--- src/hsl2rgb_pkg.sv ---
package hsl2rgb_pkg;

	// Piece of the HSL channel curve that a shifted hue falls in.
	typedef enum logic [1:0] {
		SEG_RISE,
		SEG_FLAT,
		SEG_FALL,
		SEG_LOW
	} hsl2rgb_seg_t;

	// Load enables for the per-channel back end of the pipeline.
	typedef struct packed {
		logic s5;
		logic s6;
		logic s7;
		logic s8;
	} hsl2rgb_en_t;

	// Input range limits.
	localparam int unsigned HUE_FULL = 360;
	localparam int unsigned PCT_FULL = 100;

endpackage

--- src/hsl2rgb_chan.sv ---
module hsl2rgb_chan #(
	parameter int FRAC_BITS = 16
) (
	input  logic                     clk,
	input  hsl2rgb_pkg::hsl2rgb_en_t en,
	input  logic [FRAC_BITS:0]       t,
	input  logic [FRAC_BITS:0]       p,
	input  logic [FRAC_BITS:0]       q,
	input  logic [FRAC_BITS:0]       d,
	output logic [7:0]               level
);

	localparam int W1    = FRAC_BITS + 1;
	localparam int W2    = 2 * W1;
	localparam int unsigned ONE   = 1 << FRAC_BITS;
	localparam int unsigned HALF  = ONE / 2;
	localparam int unsigned SIXTH = (ONE + 3) / 6;
	localparam int unsigned TWO3  = (2 * ONE + 1) / 3;

	hsl2rgb_pkg::hsl2rgb_seg_t mode_n, mode_s5, mode_s6;
	logic [W1-1:0]   a_n, a_s5;
	logic [W1-1:0]   fspan;
	logic [W1+1:0]   six_t, six_f;
	logic [W1-1:0]   p_s5, q_s5, d_s5, p_s6, q_s6;
	logic [W2-1:0]   prod_s6, rsum;
	logic [W1+1:0]   seg_sum;
	logic [W1-1:0]   v_n, v_s7;
	logic [W1+7:0]   scaled;
	logic [7:0]      level_s8;

	// Slope operand: six times the distance into the rising or falling piece.
	assign fspan = W1'(TWO3) - t;
	assign six_t = {t, 2'b00} + {1'b0, t, 1'b0};
	assign six_f = {fspan, 2'b00} + {1'b0, fspan, 1'b0};

	always_comb begin
		mode_n = hsl2rgb_pkg::SEG_LOW;
		a_n    = '0;
		if (t < W1'(SIXTH)) begin
			mode_n = hsl2rgb_pkg::SEG_RISE;
			a_n    = six_t[W1-1:0];
		end else if (t < W1'(HALF)) begin
			mode_n = hsl2rgb_pkg::SEG_FLAT;
		end else if (t < W1'(TWO3)) begin
			mode_n = hsl2rgb_pkg::SEG_FALL;
			a_n    = six_f[W1-1:0];
		end
	end

	always_ff @(posedge clk) begin
		if (en.s5) begin
			mode_s5 <= mode_n;
			a_s5    <= a_n;
			p_s5    <= p;
			q_s5    <= q;
			d_s5    <= d;
		end
		if (en.s6) begin
			mode_s6 <= mode_s5;
			prod_s6 <= W2'(d_s5) * W2'(a_s5);
			p_s6    <= p_s5;
			q_s6    <= q_s5;
		end
		if (en.s7) begin
			v_s7 <= v_n;
		end
		if (en.s8) begin
			level_s8 <= scaled[W1+6:W1-1];
		end
	end

	assign rsum    = prod_s6 + W2'(HALF);
	assign seg_sum = (W1+2)'(p_s6) + (W1+2)'(rsum[W2-1:FRAC_BITS]);

	always_comb begin
		unique case (mode_s6) inside
			hsl2rgb_pkg::SEG_RISE,
			hsl2rgb_pkg::SEG_FALL: begin
				if (seg_sum > (W1+2)'(ONE)) begin
					v_n = W1'(ONE);
				end else begin
					v_n = seg_sum[W1-1:0];
				end
			end
			hsl2rgb_pkg::SEG_FLAT: v_n = q_s6;
			hsl2rgb_pkg::SEG_LOW:  v_n = p_s6;
			default:               v_n = p_s6;
		endcase
	end

	// Byte = round(v * 255 / ONE); v never exceeds ONE, so no cap is needed.
	assign scaled = {v_s7, 8'h00} - (W1+8)'(v_s7) + (W1+8)'(HALF);

	assign level = level_s8;

endmodule

--- src/hsl_to_rgb_converter.sv ---
// HSLA to RGBA color converter, one pixel per clock while rgb_stall is low.
// The request channel (hsl_valid, hsl_stall) carries hue in whole degrees,
// saturation and lightness in whole percent, and an alpha byte. A request is
// taken at a rising edge where hsl_valid is high and hsl_stall is low.
// The result channel (rgb_valid, rgb_stall) returns red, green and blue as
// bytes equal to round(value * 255), and alpha_out equal to alpha_in.
// Out-of-range hues wrap by 360, and saturation or lightness above 100 are
// treated as 100.
// The datapath is an eight-stage pipeline in unsigned fixed point with
// FRAC_BITS fraction bits. A result shows on the outputs once it reaches
// the last stage and leaves at the first rising edge with rgb_stall low;
// a new request can be taken every cycle while rgb_stall stays low.
// Each stage has its own valid bit and loads when it is empty or when the
// stage after it loads, so a stall on rgb_stall holds the full stages while
// empty stages keep filling; hsl_stall rises only once every stage is full.
// Nothing is dropped or repeated under stall.
// Reset (arst_n low) empties the pipeline at once; no results are pending
// afterwards and the block takes requests in the first cycle after reset.
module hsl_to_rgb_converter #(
	parameter int FRAC_BITS = 16
) (
	input  logic       clk,
	input  logic       arst_n,
	input  logic       hsl_valid,
	output logic       hsl_stall,
	input  logic [8:0] hue,
	input  logic [6:0] saturation,
	input  logic [6:0] lightness,
	input  logic [7:0] alpha_in,
	output logic       rgb_valid,
	input  logic       rgb_stall,
	output logic [7:0] red,
	output logic [7:0] green,
	output logic [7:0] blue,
	output logic [7:0] alpha_out
);

	localparam int W1 = FRAC_BITS + 1;
	localparam int W2 = 2 * W1;
	localparam int FS = FRAC_BITS + 4;
	localparam int unsigned ONE   = 1 << FRAC_BITS;
	localparam int unsigned HALF  = ONE / 2;
	localparam int unsigned THIRD = (ONE + 1) / 3;

	// Hue scale: round(hue * ONE / 360) = floor((hue * ONE + 180) / 8 / 45).
	// Percent scale: round(x * ONE / 100) = floor((x * ONE + 50) / 4 / 25).
	// Both divisions by the odd factor use a reciprocal multiply that can
	// come out one low, followed by a single remainder check.
	localparam int unsigned DIV_H = 45;
	localparam int unsigned DIV_P = 25;
	localparam int MH_W = FRAC_BITS + 6;
	localparam int KH_W = FRAC_BITS + 7;
	localparam int PH_W = MH_W + KH_W;
	localparam int SH   = FRAC_BITS + 12;
	localparam int MP_W = FRAC_BITS + 5;
	localparam int KP_W = FRAC_BITS + 6;
	localparam int PP_W = MP_W + KP_W;
	localparam int SP   = FRAC_BITS + 10;
	localparam logic [63:0] KH_FULL = (64'd1 << SH) / 64'(DIV_H);
	localparam logic [63:0] KP_FULL = (64'd1 << SP) / 64'(DIV_P);
	localparam logic [KH_W-1:0] KH = KH_W'(KH_FULL);
	localparam logic [KP_W-1:0] KP = KP_W'(KP_FULL);

	// Stage enables and valid bits.
	logic en1, en2, en3, en4, en5, en6, en7, en8;
	logic valid_s1, valid_s2, valid_s3, valid_s4;
	logic valid_s5, valid_s6, valid_s7, valid_s8;

	assign en8 = !valid_s8 || !rgb_stall;
	assign en7 = !valid_s7 || en8;
	assign en6 = !valid_s6 || en7;
	assign en5 = !valid_s5 || en6;
	assign en4 = !valid_s4 || en5;
	assign en3 = !valid_s3 || en4;
	assign en2 = !valid_s2 || en3;
	assign en1 = !valid_s1 || en2;

	assign hsl_stall = !en1;
	assign rgb_valid = valid_s8;

	always_ff @(posedge clk or negedge arst_n) begin
		if (!arst_n) begin
			valid_s1 <= 1'b0;
			valid_s2 <= 1'b0;
			valid_s3 <= 1'b0;
			valid_s4 <= 1'b0;
			valid_s5 <= 1'b0;
			valid_s6 <= 1'b0;
			valid_s7 <= 1'b0;
			valid_s8 <= 1'b0;
		end else begin
			if (en1) valid_s1 <= hsl_valid;
			if (en2) valid_s2 <= valid_s1;
			if (en3) valid_s3 <= valid_s2;
			if (en4) valid_s4 <= valid_s3;
			if (en5) valid_s5 <= valid_s4;
			if (en6) valid_s6 <= valid_s5;
			if (en7) valid_s7 <= valid_s6;
			if (en8) valid_s8 <= valid_s7;
		end
	end

	// Stage 1: range fixes, scaled numerators, reciprocal products.
	logic [8:0]           hue_w;
	logic [6:0]           sat_c, lig_c;
	logic [FRAC_BITS+8:0] num_h;
	logic [FRAC_BITS+6:0] num_s, num_l;
	logic [MH_W-1:0]      mh, mh_s1;
	logic [MP_W-1:0]      ms, ml, ms_s1, ml_s1;
	logic [PH_W-1:0]      ph_s1;
	logic [PP_W-1:0]      ps_s1, pl_s1;
	logic                 zero_s1;
	logic [7:0]           alpha_s1;

	assign hue_w = (hue >= 9'(hsl2rgb_pkg::HUE_FULL)) ?
		hue - 9'(hsl2rgb_pkg::HUE_FULL) : hue;
	assign sat_c = (saturation > 7'(hsl2rgb_pkg::PCT_FULL)) ?
		7'(hsl2rgb_pkg::PCT_FULL) : saturation;
	assign lig_c = (lightness > 7'(hsl2rgb_pkg::PCT_FULL)) ?
		7'(hsl2rgb_pkg::PCT_FULL) : lightness;

	assign num_h = {hue_w, {FRAC_BITS{1'b0}}} + (FRAC_BITS+9)'(hsl2rgb_pkg::HUE_FULL / 2);
	assign num_s = {sat_c, {FRAC_BITS{1'b0}}} + (FRAC_BITS+7)'(hsl2rgb_pkg::PCT_FULL / 2);
	assign num_l = {lig_c, {FRAC_BITS{1'b0}}} + (FRAC_BITS+7)'(hsl2rgb_pkg::PCT_FULL / 2);
	assign mh    = num_h[FRAC_BITS+8:3];
	assign ms    = num_s[FRAC_BITS+6:2];
	assign ml    = num_l[FRAC_BITS+6:2];

	always_ff @(posedge clk) begin
		if (en1) begin
			mh_s1    <= mh;
			ms_s1    <= ms;
			ml_s1    <= ml;
			ph_s1    <= PH_W'(mh) * PH_W'(KH);
			ps_s1    <= PP_W'(ms) * PP_W'(KP);
			pl_s1    <= PP_W'(ml) * PP_W'(KP);
			zero_s1  <= (sat_c == 7'd0);
			alpha_s1 <= alpha_in;
		end
	end

	// Stage 2: quotient correction gives h, s and l.
	logic [FRAC_BITS-1:0] hq0, h_n, h_s2;
	logic [W1-1:0]        sq0, lq0, s_n, l_n, s_s2, l_s2;
	logic [MH_W-1:0]      hrem;
	logic [MP_W-1:0]      srem, lrem;
	logic                 zero_s2;
	logic [7:0]           alpha_s2;

	assign hq0  = ph_s1[SH +: FRAC_BITS];
	assign sq0  = ps_s1[SP +: W1];
	assign lq0  = pl_s1[SP +: W1];
	assign hrem = mh_s1 - MH_W'(MH_W'(hq0) * MH_W'(DIV_H));
	assign srem = ms_s1 - MP_W'(MP_W'(sq0) * MP_W'(DIV_P));
	assign lrem = ml_s1 - MP_W'(MP_W'(lq0) * MP_W'(DIV_P));
	assign h_n  = (hrem >= MH_W'(DIV_H)) ? hq0 + 1'b1 : hq0;
	assign s_n  = (srem >= MP_W'(DIV_P)) ? sq0 + 1'b1 : sq0;
	assign l_n  = (lrem >= MP_W'(DIV_P)) ? lq0 + 1'b1 : lq0;

	always_ff @(posedge clk) begin
		if (en2) begin
			h_s2     <= h_n;
			s_s2     <= s_n;
			l_s2     <= l_n;
			zero_s2  <= zero_s1;
			alpha_s2 <= alpha_s1;
		end
	end

	// Stage 3: product of lightness and saturation.
	logic [FRAC_BITS-1:0] h_s3;
	logic [W1-1:0]        s_s3, l_s3;
	logic [W2-1:0]        ls_s3;
	logic                 zero_s3;
	logic [7:0]           alpha_s3;

	always_ff @(posedge clk) begin
		if (en3) begin
			h_s3     <= h_s2;
			s_s3     <= s_s2;
			l_s3     <= l_s2;
			ls_s3    <= W2'(l_s2) * W2'(s_s2);
			zero_s3  <= zero_s2;
			alpha_s3 <= alpha_s2;
		end
	end

	// Stage 4: q, p, their spread, and the three shifted hues. With zero
	// saturation q and p both take the lightness, which makes every channel
	// equal to it.
	logic [W2-1:0]        ls_rnd;
	logic signed [FS-1:0] l_x, s_x, r_x, q_raw, p_raw;
	logic [W1-1:0]        q_c, p_c, q_n, p_n;
	logic [W1-1:0]        t1_sum, t1_n, t3_n;
	logic [W1-1:0]        q_s4, p_s4, d_s4, t1_s4, t2_s4, t3_s4;
	logic [7:0]           alpha_s4;

	assign ls_rnd = ls_s3 + W2'(HALF);
	assign l_x    = signed'(FS'(l_s3));
	assign s_x    = signed'(FS'(s_s3));
	assign r_x    = signed'(FS'(ls_rnd[W2-1:FRAC_BITS]));
	assign q_raw  = (l_s3 < W1'(HALF)) ? l_x + r_x : l_x + s_x - r_x;
	assign p_raw  = (l_x <<< 1) - signed'(FS'(q_c));

	always_comb begin
		if (q_raw < 0) begin
			q_c = '0;
		end else if (q_raw > signed'(FS'(ONE))) begin
			q_c = W1'(ONE);
		end else begin
			q_c = W1'(unsigned'(q_raw));
		end
		if (p_raw < 0) begin
			p_c = '0;
		end else if (p_raw > signed'(FS'(ONE))) begin
			p_c = W1'(ONE);
		end else begin
			p_c = W1'(unsigned'(p_raw));
		end
	end

	assign q_n = zero_s3 ? l_s3 : q_c;
	assign p_n = zero_s3 ? l_s3 : p_c;

	// Red is shifted up a third and wraps only above one; blue is shifted
	// down a third and wraps when it would go negative.
	assign t1_sum = W1'(h_s3) + W1'(THIRD);
	assign t1_n   = (t1_sum > W1'(ONE)) ? t1_sum - W1'(ONE) : t1_sum;
	assign t3_n   = (h_s3 < FRAC_BITS'(THIRD)) ?
		W1'(h_s3) + W1'(ONE - THIRD) : W1'(h_s3) - W1'(THIRD);

	always_ff @(posedge clk) begin
		if (en4) begin
			q_s4     <= q_n;
			p_s4     <= p_n;
			d_s4     <= q_n - p_n;
			t1_s4    <= t1_n;
			t2_s4    <= W1'(h_s3);
			t3_s4    <= t3_n;
			alpha_s4 <= alpha_s3;
		end
	end

	// Stages 5 to 8: one curve unit per color channel.
	hsl2rgb_pkg::hsl2rgb_en_t chan_en;
	logic [7:0] alpha_s5, alpha_s6, alpha_s7, alpha_s8;

	assign chan_en = '{s5: en5, s6: en6, s7: en7, s8: en8};

	hsl2rgb_chan #(.FRAC_BITS(FRAC_BITS)) u_red (
		.clk   (clk),
		.en    (chan_en),
		.t     (t1_s4),
		.p     (p_s4),
		.q     (q_s4),
		.d     (d_s4),
		.level (red)
	);

	hsl2rgb_chan #(.FRAC_BITS(FRAC_BITS)) u_green (
		.clk   (clk),
		.en    (chan_en),
		.t     (t2_s4),
		.p     (p_s4),
		.q     (q_s4),
		.d     (d_s4),
		.level (green)
	);

	hsl2rgb_chan #(.FRAC_BITS(FRAC_BITS)) u_blue (
		.clk   (clk),
		.en    (chan_en),
		.t     (t3_s4),
		.p     (p_s4),
		.q     (q_s4),
		.d     (d_s4),
		.level (blue)
	);

	// Alpha rides alongside the color stages unchanged.
	always_ff @(posedge clk) begin
		if (en5) alpha_s5 <= alpha_s4;
		if (en6) alpha_s6 <= alpha_s5;
		if (en7) alpha_s7 <= alpha_s6;
		if (en8) alpha_s8 <= alpha_s7;
	end

	assign alpha_out = alpha_s8;

endmodule

--- config.mk ---
export PLATFORM = sky130hd
export DESIGN_NAME = hsl_to_rgb_converter
export DESIGN_NICKNAME = d
export VERILOG_FILES = /design/src/hsl2rgb_pkg.sv /design/src/hsl2rgb_chan.sv /design/src/hsl_to_rgb_converter.sv
export SDC_FILE = /design/constraint.sdc
export NUM_CORES = 2
export LEC_CHECK = 0
export BUFFER_PORTS_ARGS = -buffer_cell sky130_fd_sc_hd__buf_4
export CELL_PAD_IN_SITES_DETAIL_PLACEMENT = 0
export CELL_PAD_IN_SITES_GLOBAL_PLACEMENT = 1
export CORE_MARGIN = 3
export CORE_UTILIZATION = 45
export DETAILED_ROUTE_END_ITERATION = 10
export PLACE_DENSITY_LB_ADDON = 0.3
export SETUP_SLACK_MARGIN = 0.15
export SYNTH_ARGS = -nofsm -noshare
export SYNTH_HDL_FRONTEND = slang
export SYNTH_SLANG_ARGS = --single-unit
--- constraint.sdc ---
create_clock -name clk -period 19.65 [get_ports clk]
set_input_delay 2.9475 -clock clk [delete_from_list [all_inputs] [get_ports clk]]
set_output_delay 2.9475 -clock clk [all_outputs]
set_load 0.1 [all_outputs]
==> flow_metrics.env <==
export IMPL_synth_area_leaders="sky130_fd_sc_hd__fa_1 (24%), sky130_fd_sc_hd__edfxtp_1 (22%), sky130_fd_sc_hd__ha_1 (19%), sky130_fd_sc_hd__inv_1 (7.5%), sky130_fd_sc_hd__nand2_1 (4.1%)"
export IMPL_gr_usage_all_layers_pct=22.2
export IMPL_hold_fix_buffers_cts=0
export IMPL_max_cap_violations=0
export IMPL_initial_utilization_pct=45.4
export IMPL_antenna_found_initial=2
export IMPL_avgRoutedWirePerCell_um=18.9
export IMPL_final_layout_size_suffix_gt1_share_pct=4.28
export IMPL_viasPerCell=5.26
export IMPL_synth_async_sr_flop_share_pct=1.24
export IMPL_crit_path_max_incr_delay_ns=0.51
export IMPL_timing_setup_tns_ns=0
export IMPL_drc=0
export IMPL_cts_buffers=75
export IMPL_timing_critical_path_mode_cell="sky130_fd_sc_hd__o21ai_0"
export IMPL_final_period_utilization_pct=59.6
export IMPL_avgSynthCellArea_um2=9.84
export IMPL_synthToLayoutAreaGrowth_pct=6.85
export IMPL_finalNetCount=11296
export IMPL_io_pins=69
export IMPL_first_pass_iters=5
export IMPL_synth_cell_types=92
export IMPL_clk_pin_slew_worst_paths_ns=0.06
export IMPL_synth_sequential_area_ratio_pct=22.0
export IMPL_holdCritPathClass="flop to flop"
export IMPL_warnings_synthesis=0
export IMPL_rsz_0062_raised_after_global_routing="false"
export IMPL_drt_initial_drc_count=2950
export IMPL_critical_path_slowest_cell="sky130_fd_sc_hd__o311ai_0"
export IMPL_synthFlopType="sky130_fd_sc_hd__edfxtp_1"
export IMPL_min_period_ns=11.72
export IMPL_timing_critical_path_from_type="flop"
export IMPL_die_w_um=447
export IMPL_worst_endpoint_required_ns=20.08
export IMPL_hold_violations=0
export IMPL_worst_slew_pin_slew_ns=1.16
export IMPL_final_fill_count=18010
export IMPL_worst_path_buf_inv=2
export IMPL_clock_tree_buffer_depth=3
export IMPL_cts_root_buf="sky130_fd_sc_hd__clkbuf_16"
export IMPL_maximum_number_of_pins_on_one_net_before_global_route_repair=75
export IMPL_clk_latency_ns=0.70
export IMPL_groute_layer_met1_usage_pct=29.6
export IMPL_tritoncts="done"
export IMPL_timing_critical_path_fanout_max=13
export IMPL_setup_violations=0
export IMPL_dp_hpwl_mm=172
export IMPL_cp_end_kind="flop"
export IMPL_timing_fmax_ghz=0.0853
export IMPL_post_synth_inst_count=8902
export IMPL_core_area_um2=193000
export IMPL_syn_area_um2=87600
export IMPL_std_cell_rows=161
export IMPL_die_y_um=447
export IMPL_mappedNetlistNets=11330
export IMPL_synth_largest_area_cell="sky130_fd_sc_hd__fa_1"
export IMPL_post_cts_resized=0
export IMPL_wl_mm=217
export IMPL_synth_largest_type_area_fraction_pct=24.4
export IMPL_gr_max_usage_layer="met2"
export IMPL_worst_endpoint_arrival_ns=12.14
export IMPL_final_max_slew_violation_count=0
export IMPL_yosys_register_bits=644
export IMPL_critical_path_top_delay_family="compound AO/OA/AOI/OAI gates"
export IMPL_grt_first_pass_wirelength_mm=349
export IMPL_slew_headroom_pct=22.7
export IMPL_finClkSkew_ns=0.0481
export IMPL_h_tree_depth=3
export IMPL_vias_post_dr=60224
export IMPL_gr_usage_met2_pct=38.2
export IMPL_grt_use_met3_pct=1.99
export IMPL_gp_congestion=0.931
export IMPL_cts_sink_count=644
export IMPL_post_cts_buffers=0
export IMPL_outcome="completed"
export IMPL_design_die_area_um2=200000
export IMPL_total_grt_overflow=0
export IMPL_buffers_added_on_ports=68
export IMPL_criticalPathCategory="flop to flop"
export IMPL_number_of_global_route_vias_before_repair=63052
export IMPL_ant_nets=0
export IMPL_synth_enable_flop_cells=636
## routing by layer
metal	vias up	routed length (um)
li1	28788	-
met1	30053	97000
met2	1095	105000
met3	288	7560
met4	0	7120
met5	-	0
## metrics by stage
| stage | instances | instance area, um^2 | setup slack, ns | hold slack, ns | util (%) |
|---|---|---|---|---|---|
| after global routing | 11455 | 93600 | 6.68 | 0.407 | 48.5 |
| after CTS | 11455 | 93600 | 7.98 | 0.395 | 48.5 |
| after global placement | 11317 | 90900 | 8.12 | 0.400 | 47.1 |
| final | 11456 | 93600 | 7.93 | 0.396 | 48.5 |
| after floorplan | 8902 | 87600 | 7.55 | 0.400 | - |
| after detailed placement | 11317 | 90900 | 8.00 | 0.405 | 47.1 |
## sequential cells by signal, indices dropped and copies added (netlist names), 19 cells and up
name,flops
u_red.prod_s6,19
u_blue.prod_s6,19
u_green.prod_s6,19
ls_s3,19
## cell type report
class | instances | area (um^2) | share of cell area, %
antenna | 1 | 2.50 | 0.00267
clock buffer | 80 | 1900 | 2.03
clock inverter | 58 | 764 | 0.817
inverter | 1748 | 6560 | 7.01
multi-input combinational | 6251 | 60800 | 65.0
sequential | 644 | 19300 | 20.6
tap | 2526 | 3160 | 3.38
timing repair buffer | 148 | 1110 | 1.19
## logic make-up after synthesis
logic type	Yosys count	synth area share (%)
xor+xnor	472	4.72
buf+inv	2007	8.61
flops	644	22.0
fa+ha+maj	2394	43.4
simple gates	2238	12.3
compound gates	1071	8.00
mux	76	0.957
## synth_stat cells (all sizes together), types with 10 or more instances
master,number
inv,1747
ha,1324
fa,1069
nand2,947
edfxtp,636
and2,454
xnor2,357
nor2,299
a21oi,272
clkbuf,248
o21ai,227
a21o,117
xor2,115
nand3,108
nor3,91
o21bai,67
and3,55
nor2b,54
o21a,54
a211oi,53
mux2,52
a22o,42
nand2b,41
or3,39
a21boi,35
a31oi,35
nand4,34
mux2i,24
or2,24
nor4,23
o31ai,22
o211ai,16
or4,16
and4,13
o22ai,13
a2111oi,11
buf,11
nand3b,11
o2111ai,11
a211o,10
a31o,10
## final timing paths
check | start | end | slack, ns | depth (start not counted)
max in group asynchronous | arst_n | valid_s4$_DFFE_PN0P_ | 17.44 | 1
max reg2reg | ls_s3[17]$_DFFE_PP_ | d_s4[16]$_DFFE_PP_ | 7.93 | 49
min reg2reg | d_s4[9]$_DFFE_PP_ | u_red.d_s5[9]$_DFFE_PP_ | 0.40 | 0
min | d_s4[9]$_DFFE_PP_ | u_red.d_s5[9]$_DFFE_PP_ | 0.40 | 0
max | ls_s3[17]$_DFFE_PP_ | d_s4[16]$_DFFE_PP_ | 7.93 | 49
min in group asynchronous | arst_n | valid_s5$_DFFE_PN0P_ | 2.07 | 1
## layout by cell type, fill, tap and decap left out, types with 117 or more instances in the layout
cell type                  Yosys  final
sky130_fd_sc_hd__xnor2_1     357    357
sky130_fd_sc_hd__ha_1       1324   1324
sky130_fd_sc_hd__inv_1      1747   1745
sky130_fd_sc_hd__fa_1       1069   1069
sky130_fd_sc_hd__nand2_1     947    944
sky130_fd_sc_hd__nor2_1      299    299
sky130_fd_sc_hd__edfxtp_1    636    636
sky130_fd_sc_hd__o21ai_0     214    214
sky130_fd_sc_hd__and2_1      453    453
sky130_fd_sc_hd__buf_4         1    148
sky130_fd_sc_hd__a21oi_1     272    272
sky130_fd_sc_hd__a21o_1      117    117
Power is not shown: default switching activity piles up to over one toggle a cycle in this logic, so the estimate is an artifact.
